===== config.mk =====
export PLATFORM = sky130hd
export DESIGN_NAME = sorted_priority_queue
export DESIGN_NICKNAME = d
export VERILOG_FILES = /design/src/rtl/core/spq_pkg.sv /design/src/rtl/core/sorted_priority_queue.sv
export SDC_FILE = /design/constraint.sdc
export NUM_CORES = 1
export LEC_CHECK = 0
export BUFFER_PORTS_ARGS = -buffer_cell sky130_fd_sc_hd__buf_2
export CAP_MARGIN = 20
export CORE_ASPECT_RATIO = 1.2
export CORE_MARGIN = 2
export CORE_UTILIZATION = 40
export CTS_BUF_LIST = sky130_fd_sc_hd__clkbuf_2
export CTS_CLUSTER_DIAMETER = 40
export DETAILED_ROUTE_END_ITERATION = 7
export GPL_TIMING_DRIVEN = 0
export PLACE_DENSITY = 0.54
export SLEW_MARGIN = 40
export SYNTH_ARGS = -nofsm -noshare
export SYNTH_HDL_FRONTEND = slang
export SYNTH_SLANG_ARGS = --single-unit

===== constraint.sdc =====
create_clock -name i_clk -period 4.24 [get_ports i_clk]
set_clock_uncertainty 0.1 [all_clocks]
set_input_delay 0.424 -clock i_clk [delete_from_list [all_inputs] [get_ports i_clk]]
set_output_delay 0.424 -clock i_clk [all_outputs]
set_load 0.05 [all_outputs]

===== src/rtl/core/spq_pkg.sv =====
// Shared types, constants and a helper function for the sorted priority queue.
// Depends on nothing; included by wildcard import in the core module.
package spq_pkg;

    // Queue geometry and field widths.
    localparam int DEPTH   = 16;
    localparam int TAG_W   = 16;
    localparam int LEVEL_W = 2;
    localparam int OCC_W   = 5;
    localparam int ADDR_W  = (DEPTH > 1) ? $clog2(DEPTH) : 1;
    localparam int CNT_W   = $clog2(DEPTH + 1);
    localparam int WGT_W   = 4;

    // Priority codes.
    localparam logic [LEVEL_W-1:0] LVL_SERIOUS    = 2'd0;
    localparam logic [LEVEL_W-1:0] LVL_NONSERIOUS = 2'd1;
    localparam logic [LEVEL_W-1:0] LVL_CHECKUP    = 2'd2;
    localparam logic [LEVEL_W-1:0] LVL_INVALID    = 2'd3;

    // Action codes.
    localparam logic ACT_ENQUEUE = 1'b0;
    localparam logic ACT_DEQUEUE = 1'b1;

    // Result status codes.
    typedef enum logic [1:0] {
        ST_OK      = 2'd0,
        ST_FULL    = 2'd1,
        ST_EMPTY   = 2'd2,
        ST_INVALID = 2'd3
    } t_status;

    // Sequencer states.
    typedef enum logic [2:0] {
        S_IDLE,
        S_INS_RD,
        S_INS_CMP,
        S_INS_PUT,
        S_DEQ_HEAD,
        S_DEQ_MV,
        S_DONE
    } t_state;

    // One stored entry.
    typedef struct packed {
        logic [LEVEL_W-1:0] level;
        logic [TAG_W-1:0]   tag;
    } t_entry;

    // Weight of a priority code; the invalid code folds onto serious.
    function automatic logic [WGT_W-1:0] level_weight(input logic [LEVEL_W-1:0] lvl);
        logic [WGT_W-1:0] w;
        case (lvl)
            LVL_SERIOUS:    w = 4'd10;
            LVL_NONSERIOUS: w = 4'd5;
            LVL_CHECKUP:    w = 4'd1;
            default:        w = 4'd10;
        endcase
        return w;
    endfunction

endpackage


===== src/rtl/core/sorted_priority_queue.sv =====
// Steps: an enqueue reads and compares the entries ahead of its insertion point one at a time,
// moving each it passes back a place, then writes the new entry; a dequeue reads the head, then
// moves the rest up one place; a status-only result goes straight to the done state. Throughput:
// one item at a time; the next transfer is taken in the cycle after the result is loaded, and
// loading waits under output stall. The memory's one read port and one weight comparator set it.
// Reset (i_rst_n low, synchronous) empties the queue and clears the output valid. Uses spq_pkg.
module sorted_priority_queue (
    input  logic                         i_clk,
    input  logic                         i_rst_n,
    // Input channel
    input  logic                         i_in_valid,
    output logic                         o_in_stall,
    input  logic                         i_action,
    input  logic [spq_pkg::TAG_W-1:0]    i_tag,
    input  logic [spq_pkg::LEVEL_W-1:0]  i_level,
    // Output channel
    output logic                         o_out_valid,
    input  logic                         i_out_stall,
    output logic [1:0]                   o_status,
    output logic [spq_pkg::TAG_W-1:0]    o_out_tag,
    output logic [spq_pkg::LEVEL_W-1:0]  o_out_level,
    output logic [spq_pkg::OCC_W-1:0]    o_occupancy
);
    import spq_pkg::*;

    // Entry memory and its registered read port.
    t_entry              mem [DEPTH];
    t_entry              r_rd_data;
    logic                mem_we;
    logic                mem_re;
    logic [ADDR_W-1:0]   mem_wa;
    logic [ADDR_W-1:0]   mem_ra;
    t_entry              mem_wd;

    // Sequencer and working registers.
    t_state              r_state,   n_state;
    logic [CNT_W-1:0]    r_count,   n_count;
    logic [CNT_W-1:0]    r_pos,     n_pos;
    t_entry              r_item,    n_item;
    t_status             r_res_st,  n_res_st;
    t_entry              r_res_ent, n_res_ent;

    // Output register.
    logic                r_out_valid, n_out_valid;
    t_status             r_out_st,    n_out_st;
    t_entry              r_out_ent,   n_out_ent;
    logic [OCC_W-1:0]    r_out_occ,   n_out_occ;

    logic                out_free;
    logic [CNT_W-1:0]    pos_m1;
    logic [CNT_W-1:0]    pos_p1;
    logic [OCC_W+CNT_W-1:0] occ_ext;

    assign out_free = !r_out_valid || !i_out_stall;
    assign pos_m1   = r_pos - CNT_W'(1);
    assign pos_p1   = r_pos + CNT_W'(1);
    assign occ_ext  = {{OCC_W{1'b0}}, r_count};

    // Memory write and registered read.
    always_ff @(posedge i_clk) begin
        if (mem_we) begin
            mem[mem_wa] <= mem_wd;
        end
        if (mem_re) begin
            r_rd_data <= mem[mem_ra];
        end
    end

    // Control state registers.
    always_ff @(posedge i_clk) begin
        if (!i_rst_n) begin
            r_state     <= S_IDLE;
            r_count     <= '0;
            r_out_valid <= 1'b0;
        end else begin
            r_state     <= n_state;
            r_count     <= n_count;
            r_out_valid <= n_out_valid;
        end
    end

    // Payload and working registers.
    always_ff @(posedge i_clk) begin
        r_pos     <= n_pos;
        r_item    <= n_item;
        r_res_st  <= n_res_st;
        r_res_ent <= n_res_ent;
        r_out_st  <= n_out_st;
        r_out_ent <= n_out_ent;
        r_out_occ <= n_out_occ;
    end

    // Sequencer: next state, memory control and result staging.
    always_comb begin
        n_state     = r_state;
        n_count     = r_count;
        n_pos       = r_pos;
        n_item      = r_item;
        n_res_st    = r_res_st;
        n_res_ent   = r_res_ent;
        n_out_st    = r_out_st;
        n_out_ent   = r_out_ent;
        n_out_occ   = r_out_occ;
        n_out_valid = r_out_valid && i_out_stall;
        mem_we      = 1'b0;
        mem_re      = 1'b0;
        mem_wa      = '0;
        mem_ra      = '0;
        mem_wd      = r_item;
        o_in_stall  = (r_state != S_IDLE);

        case (r_state)
            S_IDLE: begin
                if (i_in_valid) begin
                    n_item    = '{level: i_level, tag: i_tag};
                    n_res_ent = '0;
                    n_res_st  = ST_OK;
                    n_state   = S_DONE;
                    if (i_action == ACT_ENQUEUE) begin
                        if (i_level == LVL_INVALID) begin
                            n_res_st = ST_INVALID;
                        end else if (r_count == CNT_W'(DEPTH)) begin
                            n_res_st = ST_FULL;
                        end else if (r_count == '0) begin
                            // Empty queue: the entry lands at the head directly.
                            n_pos   = '0;
                            n_state = S_INS_PUT;
                        end else begin
                            n_pos   = r_count;
                            n_state = S_INS_RD;
                        end
                    end else begin
                        if (r_count == '0) begin
                            n_res_st = ST_EMPTY;
                        end else begin
                            mem_re  = 1'b1;
                            mem_ra  = '0;
                            n_state = S_DEQ_HEAD;
                        end
                    end
                end
            end

            S_INS_RD: begin
                // Fetch the entry just ahead of the insertion point.
                mem_re  = 1'b1;
                mem_ra  = pos_m1[ADDR_W-1:0];
                n_state = S_INS_CMP;
            end

            S_INS_CMP: begin
                // The new entry passes only strictly lower priority entries.
                if (level_weight(r_item.level) > level_weight(r_rd_data.level)) begin
                    mem_we = 1'b1;
                    mem_wa = r_pos[ADDR_W-1:0];
                    mem_wd = r_rd_data;
                    n_pos  = pos_m1;
                    if (pos_m1 == '0) begin
                        n_state = S_INS_PUT;
                    end else begin
                        n_state = S_INS_RD;
                    end
                end else begin
                    n_state = S_INS_PUT;
                end
            end

            S_INS_PUT: begin
                mem_we  = 1'b1;
                mem_wa  = r_pos[ADDR_W-1:0];
                mem_wd  = r_item;
                n_count = r_count + CNT_W'(1);
                n_state = S_DONE;
            end

            S_DEQ_HEAD: begin
                // Capture the head, then start moving the rest up one place.
                n_res_ent = r_rd_data;
                n_pos     = CNT_W'(1);
                if (r_count > CNT_W'(1)) begin
                    mem_re  = 1'b1;
                    mem_ra  = ADDR_W'(1);
                    n_state = S_DEQ_MV;
                end else begin
                    n_count = r_count - CNT_W'(1);
                    n_state = S_DONE;
                end
            end

            S_DEQ_MV: begin
                // Write the entry read last cycle one place up, read the next.
                mem_we = 1'b1;
                mem_wa = pos_m1[ADDR_W-1:0];
                mem_wd = r_rd_data;
                if (pos_p1 < r_count) begin
                    mem_re = 1'b1;
                    mem_ra = pos_p1[ADDR_W-1:0];
                    n_pos  = pos_p1;
                end else begin
                    n_count = r_count - CNT_W'(1);
                    n_state = S_DONE;
                end
            end

            S_DONE: begin
                // Hand the result to the output register once it is free.
                if (out_free) begin
                    n_out_valid = 1'b1;
                    n_out_st    = r_res_st;
                    n_out_ent   = r_res_ent;
                    n_out_occ   = occ_ext[OCC_W-1:0];
                    n_state     = S_IDLE;
                end
            end

            default: begin
                n_state = S_IDLE;
            end
        endcase
    end

    assign o_out_valid = r_out_valid;
    assign o_status    = r_out_st;
    assign o_out_tag   = r_out_ent.tag;
    assign o_out_level = r_out_ent.level;
    assign o_occupancy = r_out_occ;

    // The count never exceeds the queue depth.
    a_count_bound: assert property (@(posedge i_clk) disable iff (!i_rst_n)
        r_count <= CNT_W'(DEPTH))
        else $error("entry count exceeds depth");

    // An empty report always comes with zero occupancy and a zero tag.
    a_empty_occ: assert property (@(posedge i_clk) disable iff (!i_rst_n)
        (o_out_valid && o_status == ST_EMPTY) |-> (o_occupancy == '0 && o_out_tag == '0))
        else $error("empty result with nonzero occupancy or tag");

    // A dequeued entry never carries the invalid priority code.
    a_deq_level: assert property (@(posedge i_clk) disable iff (!i_rst_n)
        (o_out_valid && o_status == ST_OK) |-> (o_out_level != LVL_INVALID))
        else $error("dequeued entry has invalid priority");

    // The count changes only while an item is being worked on.
    a_count_idle: assert property (@(posedge i_clk) disable iff (!i_rst_n)
        (r_state == S_IDLE) |=> ($stable(r_count) || $past(i_in_valid)))
        else $error("entry count changed without an item");
endmodule


=== Yosys cells after proc, flatten, opt, wreduce, memory -nomap -nowiden ===
Memory sizes are Yosys's and may differ from the RTL's. A register that Yosys moved wholly into a read port is not among the register bits.
Index checks and enable logic that the tools add are counted.
Widths: inputs -> output; s select.

* Reduce and logical (&&, ||, !) cells: 18
* Add/sub/neg operators: 4
* Eq/ne operators: 21
* Muxes and demuxes: 52
* Order comparisons: 3

{| class="wikitable"
|+ Operators by type and width
! kind !! count
|-
| $pmux 18 s2 || 2
|-
| $mux 5 || 9
|-
| $mux 18 || 2
|-
| $pmux 4 s3 || 2
|-
| $mux 3 || 7
|-
| $pmux 3 s7 || 1
|-
| $pmux 5 s4 || 1
|-
| $ne 2x2->1 const B || 9
|-
| $mux 4 || 4
|-
| $pmux 4 s2 || 2
|-
| $pmux 5 s3 || 1
|-
| $mux 2 || 7
|-
| $mux 1 || 12
|-
| $add 5x1->5 const B || 2
|-
| $logic_not 5->1 || 2
|-
| $sub 5x1->5 const B || 2
|-
| $eq 3x3->1 const B || 3
|-
| $reduce_and 7->1 || 1
|-
| $eq 2x2->1 const B || 3
|-
| $eq 3x2->1 const B || 2
|-
| $reduce_and 2->1 || 3
|-
| $reduce_and 3->1 || 2
|-
| $reduce_bool 3->1 || 2
|-
| $eq 5x5->1 const B || 1
|-
| other kinds (14) || 16
|}

* RAM bits: 288
* Input bits: 23
* Logic and storage cells: 112
* Register bits after elaboration: 77
* Memories: 1

{| class="wikitable"
|+ Memories
! name !! words !! bits a word !! rd ports !! clocked after Yosys merged registers in !! wr ports !! line !! text
|-
| mem || 16 || 18 || 1 || 1 || 1 || sorted_priority_queue.sv:27 || <nowiki>t_entry mem [DEPTH];</nowiki>
|}

=== Depth between registers and ports, before layout ===
Gate-level depths: netlist of the first run.

* Depth in word-level cells: 8
* Depth in mapped cells: 15

=== Worst setup path after synthesis of the first run ===
Ideal clock, no wire load.

* Kind: register -> register
* From: register r_pos[1]
* To: register, netlist name r_rd_data[0]
* Data required time: 3.736 ns
* Data arrival time: 3.216 ns
* Clock period less this slack: 3.720 ns
* Slack: 0.520 ns
* Setup time: 0.404 ns
* Stages on the path, launching flop included: 9
* Cells stage by stage: edfxtp_1 ha_1 xor2_1 ha_1 a211o_1 a31o_2 a21oi_1 nand2_1 a41oi_1

* Longest elaborated chain between the ends: 4
* Elaborated cells on any way between the ends: 7
* Classes of those cells: 2 x add/sub; 1 x order compare; 4 x mux

{| class="wikitable"
|+ Ends and longest elaborated chain
! what !! line !! text
|-
| start, declared || sorted_priority_queue.sv:38 || <nowiki>logic [CNT_W-1:0] r_pos, n_pos;</nowiki>
|-
| start signal, assigned || sorted_priority_queue.sv:84 || <nowiki>r_pos <= n_pos;</nowiki>
|-
| $add 5x1->5 || sorted_priority_queue.sv:56 || <nowiki>assign pos_p1 = r_pos + CNT_W'(1);</nowiki>
|-
| $lt 5x5->1 || sorted_priority_queue.sv:195 || <nowiki>if (pos_p1 < r_count) begin</nowiki>
|-
| $mux 1 || sorted_priority_queue.sv:195 ||
|-
| $pmux 1 s4 || sorted_priority_queue.sv:112 || <nowiki>case (r_state)</nowiki>
|-
| net mem_re || sorted_priority_queue.sv:30 || <nowiki>logic mem_re;</nowiki>
|}

The timed path passes the listed nets, and every way through them passes these cells.
A chain may end at the register's enable or synchronous reset.

=== Worst setup path after layout of the first run ===
* From: register r_pos[0]
* To: register, netlist name r_rd_data[5]

* Longest elaborated chain between the ends: 4
* Elaborated cells on any way between the ends: 7
* Classes of those cells: 2 x add/sub; 1 x order compare; 4 x mux

{| class="wikitable"
|+ Ends and longest elaborated chain
! what !! line
|-
| $add 5x1->5 || sorted_priority_queue.sv:56
|-
| $lt 5x5->1 || sorted_priority_queue.sv:195
|-
| $mux 1 / $mux 4 (equally long branches) || sorted_priority_queue.sv:195
|-
| $pmux 1 s4 / $pmux 4 s3 (equally long branches) || sorted_priority_queue.sv:112
|}

Parallel ways exist; a longest one is shown, timed or not.

==> out/metrics.csv, run 1 <==
stage,metric,value,unit
status,outcome,"finished, final reports clean",
logic_synthesis,ys.flop_type,edfxtp_1,
place,postPlaceCellArea,17500,um^2
floorplanning,die_area,41600,um^2
setup_path,cp-startpoint,r_pos[0]$_DFFE_PP_,
global_route,grt_max_degree,23,
timing,rsz0062_at_grt,false,
clock_network,worstSkewPairLatency,1.02,ns
timing,slew_headroom,41.4,%
power,p_leak,6.45,nW
detailed_routing,antenna_left,0,
clock_network,tritoncts,done,
clock_network,cts-root-buf,clkbuf_2,
cells_and_area,drive_gt1_share,22.8,%
min_path,min_from,i_level[0],
clock_network,clkSlewWorstSetupHoldPaths,0.10,ns
global_route,grt_overflow_total,0,
setup_path,path_cells,"ha_1, xor2_4, ha_1, a211o_1, a31o_2, a211oi_4, buf_4, o21a_1, buf_2, buf_2, a211oi_1, o21ai_0, and4b_1",
clock_network,htreeDepth,3,
timing,worst_pin_slew,0.878,ns
setup_path,start_kind,register,
timing,report.final.hold_viol_count,0,
floorplanning,core_area,39600,um^2
power,p_per_area,598,nW/um^2
clock_network,clock_path_buffers,3,
logic_synthesis,post_synth.cell_area_avg,14.4,um^2
clock_network,cts_sinks,383,
floorplanning,die_w,187,um
logic_synthesis,yosysUniqueCellTypes,62,
power,sequentialPowerShare,46.9,%
min_path,hp-class,in -> reg,
timing,fin_crit_sh,97.2,%
detailed_routing,dr.first_iter.drc_count,790,
setup_path,end_kind,register,
cells_and_area,area_growth,17.7,%
logic_synthesis,synth-seq-area-share,71.4,%
floorplanning,ios,50,
cells_and_area,fillers,3590,
place,io_buffers,49,
power,comb_power_share,32.1,%
place,place.gp.congestion,0.830,
setup_path,worstRegToRegCells,13,
logic_synthesis,yosysWarnings,0,
detailed_routing,wl,43100,um
setup_path,required,4.98,ns
logic_synthesis,async_flop_share,0,%
timing,slew_viol_final,0,
setup_path,r2r_start,r_pos[0]$_DFFE_PP_,
floorplanning,die_y,223,um
power,p_sw,0.00406,W
global_route,grt_pass1_wl,64500,um
timing,finalSetupViolations,0,
detailed_routing,viasPerCell,5.50,
setup_path,r2r_setup_slack,0.12,ns
power,power.internal,0.00720,W
cells_and_area,nets,1359,
setup_path,cp.arrival,4.86,ns
logic_synthesis,syn-cell-area,16000,um^2
detailed_routing,first_pass_iters,5,
place,dpl.cell_count,1712,
logic_synthesis,synth_edf_count,374,
setup_path,r2r-end,r_rd_data[5]$_DFFE_PP_,
setup_path,critical-path-top-delay-family,compound AO/OA/AOI/OAI gates,
setup_path,cp_max_fo,10,
detailed_routing,wl_per_cell,22.6,um
global_route,antenna_found_initial,1,
setup_path,critical_path.slowest_cell,o21ai_0,
power,clockPowerShare,21.0,%
clock_network,cts_inserted_buffers,95,
cells_and_area,final_cell_area,18800,um^2
floorplanning,initial_core_util,40.3,%
power,ir_drop,0.000206,V
logic_synthesis,syn_nets,1148,
logic_synthesis,synth-seq-cells,383,
timing,min_period,4.12,ns
place,hpwl,30100,um
min_path,min_to,r_item[16]$_DFFE_PP_,
detailed_routing,dr_total_vias,10500,
flow_run,maxCapViolCount,0,
cells_and_area,stdcell_count,1907,
detailed_routing,drcViolationCount,0,
global_route,grt_pass1_vias,10600,
floorplanning,rows,80,
setup_path,critPathBufInv,3,
timing,max_freq,0.243,GHz
logic_synthesis,synthCells,1111,
power,switching_share,36.0,%
setup_path,crit_path_max_incr_delay,0.47,ns
min_path,worstHoldPathCells,2,
setup_path,path_class,reg -> reg,
global_route,grt_use_total,20.8,%
power,p_total,0.0113,W
==> worst register-to-register path, delay by kind of cell, from the launching register on <==
kind            cells  cell delay (ns)
compound gates      6             1.48
xor+xnor            1             0.29
fa+ha+maj           2             0.60
buf+inv             3             0.78
flops               1             0.46
simple gates        1             0.31
==> cells by family (layout without fill, tap and decap cells) <==
group,Yosys count,count (layout),synth area share [%]
AOI/OAI and AO/OA,296,296,12.5
and+or+nand+nor,292,292,10.5
other,0,1,0
buffers and inverters,98,360,2.73
xor gates and xnor gates,11,11,0.603
muxes,17,17,1.20
DFF,383,383,71.4
adders and majority gates,14,14,1.10
==> power groups by stage <==
| stage | registers [W] | logic [W] | clock network [W] |
|---|---|---|---|
| final | 0.00527 | 0.00362 | 0.00236 |
| after global routing | 0.00532 | 0.00393 | 0.00261 |
| after CTS | 0.00528 | 0.00357 | 0.00244 |
| after detailed placement | 0.00536 | 0.00344 | 0 |
| after global placement | 0.00537 | 0.00319 | 0 |
| after floorplan | 0.00540 | 0.00208 | 0 |
==> cells in the mapped netlist (3+ instances only) <==
library cell,instances,area share (%)
a2111oi_0,18,0.99
a211oi_1,110,5.2
a21o_1,3,0.14
a21oi_1,37,1.2
a221oi_1,6,0.33
a31oi_1,6,0.23
a32oi_1,3,0.16
and2_1,25,0.98
and3_1,128,5.0
and4b_1,18,1.1
buf_1,3,0.070
buf_2,19,0.59
buf_4,6,0.28
buf_6,3,0.21
clkbuf_1,51,1.2
dfxtp_1,9,1.1
edfxtp_1,374,70
ha_1,14,1.1
inv_1,15,0.35
mux2_2,17,1.2
nand2_1,27,0.63
nand3_1,23,0.72
nor2_1,48,1.1
nor3_1,6,0.19
o21a_1,4,0.19
o21ai_0,86,2.7
xnor2_1,8,0.44
xor2_1,3,0.16
==> what timing repair did <==
item	4_1_cts	5_1_grt
endpoints found under the setup margin	18	18
gates cloned	0	0
hold buffers	39	0
hold endpoints to repair	66	0
buffers inserted	2	5
resized for setup	39	14
pin swaps	1	0
==> state kept, by name (all words and copies together), names as in the netlist <==
register and cells:
mem 288, o_occupancy 5, o_out_level 2, o_out_tag 16, o_out_valid 1, o_status 2, r_count 5, r_item 18
r_pos 5, r_rd_data 18, r_res_ent 18, r_res_st 2, r_state 3
==> worst max path at each step <==
stage	slack, ns	cells after the start	endpoint
2_1_floorplan	0.52	8	r_rd_data[0]$_DFFE_PP_
3_3_place_gp	-0.73	11	r_rd_data[16]$_DFFE_PP_
3_5_place_dp	-0.74	11	r_rd_data[14]$_DFFE_PP_
4_1_cts	0.007	15	r_rd_data[8]$_DFFE_PP_
5_1_grt	0.01	15	r_rd_data[16]$_DFFE_PP_
6_report	0.12	13	r_rd_data[5]$_DFFE_PP_
==> metal layers <==
layer | wire length [um] | share of wire, % | track usage [%]
met2 | 21900 | 51 | 36.4
met5 | 0 | 0 | 0
met3 | 2600 | 6.0 | 3.68
met1 | 17800 | 41 | 25.9
met4 | 879 | 2.0 | 7.60
==> layout by cell type, fill, tap and decap left out, types with 11 or more instances in the layout <==
| cell | count |
|---|---|
| mux2_2 | 17 |
| inv_1 | 15 |
| clkbuf_1 | 39 |
| a211oi_1 | 110 |
| and4b_1 | 18 |
| and3_1 | 128 |
| buf_4 | 15 |
| nor2_1 | 30 |
| nor2_4 | 16 |
| clkbuf_2 | 143 |
| buf_2 | 67 |
| ha_1 | 14 |
| clkinv_1 | 11 |
| nand3_1 | 23 |
| nand2_1 | 27 |
| a21oi_1 | 36 |
| and2_1 | 24 |
| o21ai_0 | 79 |
| dlygate4sd3_1 | 39 |
| edfxtp_1 | 374 |
==> per-stage QoR <==
| stage | hold slack, ns | utilization (%) | TNS [ns] | setup WS, ns |
|---|---|---|---|---|
| after detailed placement | 0.306 | 44.0 | -9.18 | -0.745 |
| after global routing | 0.115 | 47.5 | 0 | 0.00975 |
| after global placement | 0.301 | 42.6 | -38.46 | -0.734 |
| after floorplan | 0.300 | - | 0 | 0.520 |
| after CTS | 0.0143 | 47.3 | 0 | 0.00666 |
| final | 0.145 | 47.5 | 0 | 0.119 |
==> final cells by class <==
cell class	instances	area [um^2]	share of cell area, %
Buffer	82	399	2.12
Clock inverter	15	120	0.638
Inverter	16	60.1	0.319
Tap cell	533	667	3.54
Sequential cell	383	11400	60.6
Clock buffer	133	666	3.54
Antenna cell	1	2.50	0.0133
Timing Repair Buffer	114	1060	5.65
Multi-Input combinational cell	630	4430	23.5
Note: power is estimated with default switching activity, not from simulation.
==> run 2, diff against run 1 <==
CTS_BUF_LIST = sky130_fd_sc_hd__clkbuf_4 sky130_fd_sc_hd__clkbuf_8 sky130_fd_sc_hd__clkbuf_16   (was sky130_fd_sc_hd__clkbuf_2)
PLACE_DENSITY = 0.64   (was 0.54)
==> run 2 against run 1 <==
Worst setup slack got worse by 0.0028 ns. Sequential cell count unchanged. Hold slack lost 0.054 ns. Cell area increased by 2.4%. Global-route usage shrank 0.42 points. Total power grew 13%. Maximum frequency hardly changed. Wire length fell by 1.0%. Via count shrank 0.95%. Register-to-register slack is essentially flat. Critical path type unchanged. Critical endpoint unchanged.
==> out/metrics.csv, run 2 (synthesis results as in run 1) <==
stage,metric,value,unit,change
status,outcome,"finished, final reports clean",,unchanged
detailed_routing,dr.first_iter.drc_count,1240,,was 790
floorplanning,initial_core_util,40.3,%,unchanged
setup_path,cp.arrival,4.33,ns,was 4.86 ns
timing,rsz0062_at_grt,false,,unchanged
global_route,grt_pass1_vias,10200,,was 10600
cells_and_area,largest_reg_flops,288,,unchanged
detailed_routing,dr_total_vias,10400,,was 10500
detailed_routing,first_pass_iters,6,,was 5
cells_and_area,fin_util,48.6,%,was 47.5%
power,p_per_area,660,nW/um^2,was 598 nW/um^2
setup_path,required,4.44,ns,was 4.98 ns
place,io_buffers,49,,unchanged
cells_and_area,area_growth,20.5,%,was 17.7%
power,p_leak,6.46,nW,was 6.45 nW
setup_path,worstRegToRegCells,13,,unchanged
detailed_routing,drcViolationCount,0,,unchanged
clock_network,cts-root-buf,clkbuf_16,,was clkbuf_2
detailed_routing,viasPerCell,5.73,,was 5.50
setup_path,start_kind,register,,unchanged
cells_and_area,top_register,mem,,unchanged
clock_network,cts_sinks,383,,unchanged
timing,worst_pin_slew,0.833,ns,was 0.878 ns
clock_network,worstSkewPairLatency,0.57,ns,was 1.02 ns
cells_and_area,nets,1284,,was 1359
cells_and_area,final_common_cell,edfxtp_1,,unchanged
floorplanning,rows,80,,unchanged
floorplanning,die_w,187,um,unchanged
cells_and_area,multi_input_area,4450,um^2,was 4430 um^2
setup_path,path_class,reg -> reg,,unchanged
flow_run,maxCapViolCount,0,,unchanged
cells_and_area,fillers,3361,,was 3590
setup_path,end_kind,register,,unchanged
clock_network,htreeDepth,2,,was 3
detailed_routing,antenna_left,0,,unchanged
place,place.gp.congestion,0.856,,was 0.830
detailed_routing,wl,42700,um,was 43100 um
timing,report.final.hold_viol_count,0,,unchanged
global_route,antenna_found_initial,0,,was 1
setup_path,r2r_start,r_pos[0]$_DFFE_PP_,,unchanged
min_path,hp-class,in -> reg,,unchanged
setup_path,r2r-end,r_rd_data[5]$_DFFE_PP_,,unchanged
place,hpwl,29200,um,was 30100 um
timing,min_period,4.12,ns,about the same
timing,slew_headroom,44.4,%,was 41.4%
timing,max_freq,0.242,GHz,was 0.243 GHz
floorplanning,ios,50,,unchanged
timing,finalSetupViolations,0,,unchanged
timing,fin_crit_sh,97.3,%,was 97.2%
detailed_routing,wl_per_cell,23.5,um,was 22.6 um
clock_network,clock_path_buffers,3,,unchanged
floorplanning,die_y,223,um,unchanged
cells_and_area,final_cell_area,19300,um^2,was 18800 um^2
floorplanning,die_area,41600,um^2,unchanged
cells_and_area,layout_common_cells,"edfxtp_1, and3_1, a211oi_1, o21ai_0, buf_2",,"was edfxtp_1, clkbuf_2, and3_1, a211oi_1, o21ai_0"
global_route,grt_use_total,20.4,%,was 20.8%
cells_and_area,seq_area,11400,um^2,unchanged
timing,fin_ws,0.116,ns,was 0.119 ns
cells_and_area,drive_gt1_share,19.9,%,was 22.8%
clock_network,clkSlewWorstSetupHoldPaths,0.06,ns,was 0.10 ns
min_path,min_to,r_state[1]$_SDFFE_PN0P_,,was r_item[16]$_DFFE_PP_
floorplanning,core_area,39600,um^2,unchanged
global_route,grt_max_degree,23,,unchanged
min_path,worstHoldPathCells,2,,unchanged
clock_network,tritoncts,done,,unchanged
setup_path,cp_max_fo,10,,unchanged
clock_network,cts_inserted_buffers,41,,was 95
power,ir_drop,0.000332,V,was 0.000206 V
place,pre_cts_ws,-0.850,ns,was -0.745 ns
cells_and_area,num_antenna_cells,0,,was 1
timing,setup_tns,0,ns,unchanged
global_route,grt_pass1_wl,63500,um,was 64500 um
power,p_total,0.0127,W,was 0.0113 W
global_route,grt_overflow_total,0,,unchanged
place,postPlaceCellArea,17400,um^2,was 17500 um^2
timing,slew_viol_final,0,,unchanged
setup_path,r2r_setup_slack,0.12,ns,about the same
min_path,min_from,i_rst_n,,was i_level[0]
-- run 2: cell types whose count changed in the layout (fill, tap and decap cells not counted), moves of 5 or more --
cell	before	now
clkbuf_16	0	41
clkinv_2	1	6
a2111oi_1	7	2
clkbuf_2	143	13
dlygate4sd3_1	39	18
clkinv_1	11	6
-- run 2: critical path: stages, from the launching register on --
cell,delay [ns]
edfxtp_1,0.48
clkbuf_4,0.25
nand3_1,0.13
xor2_2,0.22
inv_1,0.13
ha_1,0.22
a211o_1,0.23
a31o_2,0.28
a211oi_4,0.27
buf_4,0.17
a32o_1,0.33
clkbuf_1,0.46
o21ai_0,0.31
and4b_1,0.29
-- run 2: timing repair --
action	CTS	global route
gates resized for setup	30	37
buffers inserted	4	5
hold buffers	18	0
hold endpoints to repair	18	0
endpoints found under the setup margin	18	18
pin swaps	1	1
-- run 2: how the worst max path moves through the flow --
stage,slack (ns),to,from,depth (start not counted)
2_1_floorplan,0.52,r_rd_data[0]$_DFFE_PP_,r_pos[1]$_DFFE_PP_,8
3_3_place_gp,-0.81,r_rd_data[14]$_DFFE_PP_,r_pos[0]$_DFFE_PP_,12
3_5_place_dp,-0.85,r_rd_data[14]$_DFFE_PP_,r_pos[0]$_DFFE_PP_,13
4_1_cts,0.002,r_rd_data[13]$_DFFE_PP_,r_pos[0]$_DFFE_PP_,15
5_1_grt,0.02,r_rd_data[5]$_DFFE_PP_,r_pos[0]$_DFFE_PP_,15
6_report,0.12,r_rd_data[5]$_DFFE_PP_,r_pos[0]$_DFFE_PP_,13
-- run 2: stage by stage --
step | hold slack (ns) | instances
5_1_grt | 0.0981 | 1813
4_1_cts | 0.0897 | 1808
3_3_place_gp | 0.303 | 1693
3_5_place_dp | 0.306 | 1710
6_report | 0.0909 | 1813
2_1_floorplan | 0.300 | 1111
-- run 2: layout make-up --
type                    count  area share, %
flip-flops and latches    383           59.2
multi-input cells         630           23.1
clock buffers              46           5.52
repair buffers             93           4.47
well taps                 533           3.46
plain buffers              82           2.07
clock inverters            30           1.84
inverters                  16          0.312
-- run 2: where the power goes --
| group | switching, W | internal [W] | total [W] |
|---|---|---|---|
| sequential | 0.000161 | 0.00513 | 0.00529 |
| clock | 0.00153 | 0.00221 | 0.00374 |
| combinational | 0.00254 | 0.00115 | 0.00369 |
| total | 0.00423 | 0.00849 | 0.0127 |
-- run 2: per-layer routing --
layer | up-vias | part of all wire, % | global-route usage (%)
met1 | 5213 | 40 | 25.7
met3 | 70 | 6.5 | 2.94
met4 | 0 | 2.6 | 6.66
li1 | 4678 | - | -
met5 | - | 0 | 0
met2 | 426 | 51 | 36.2
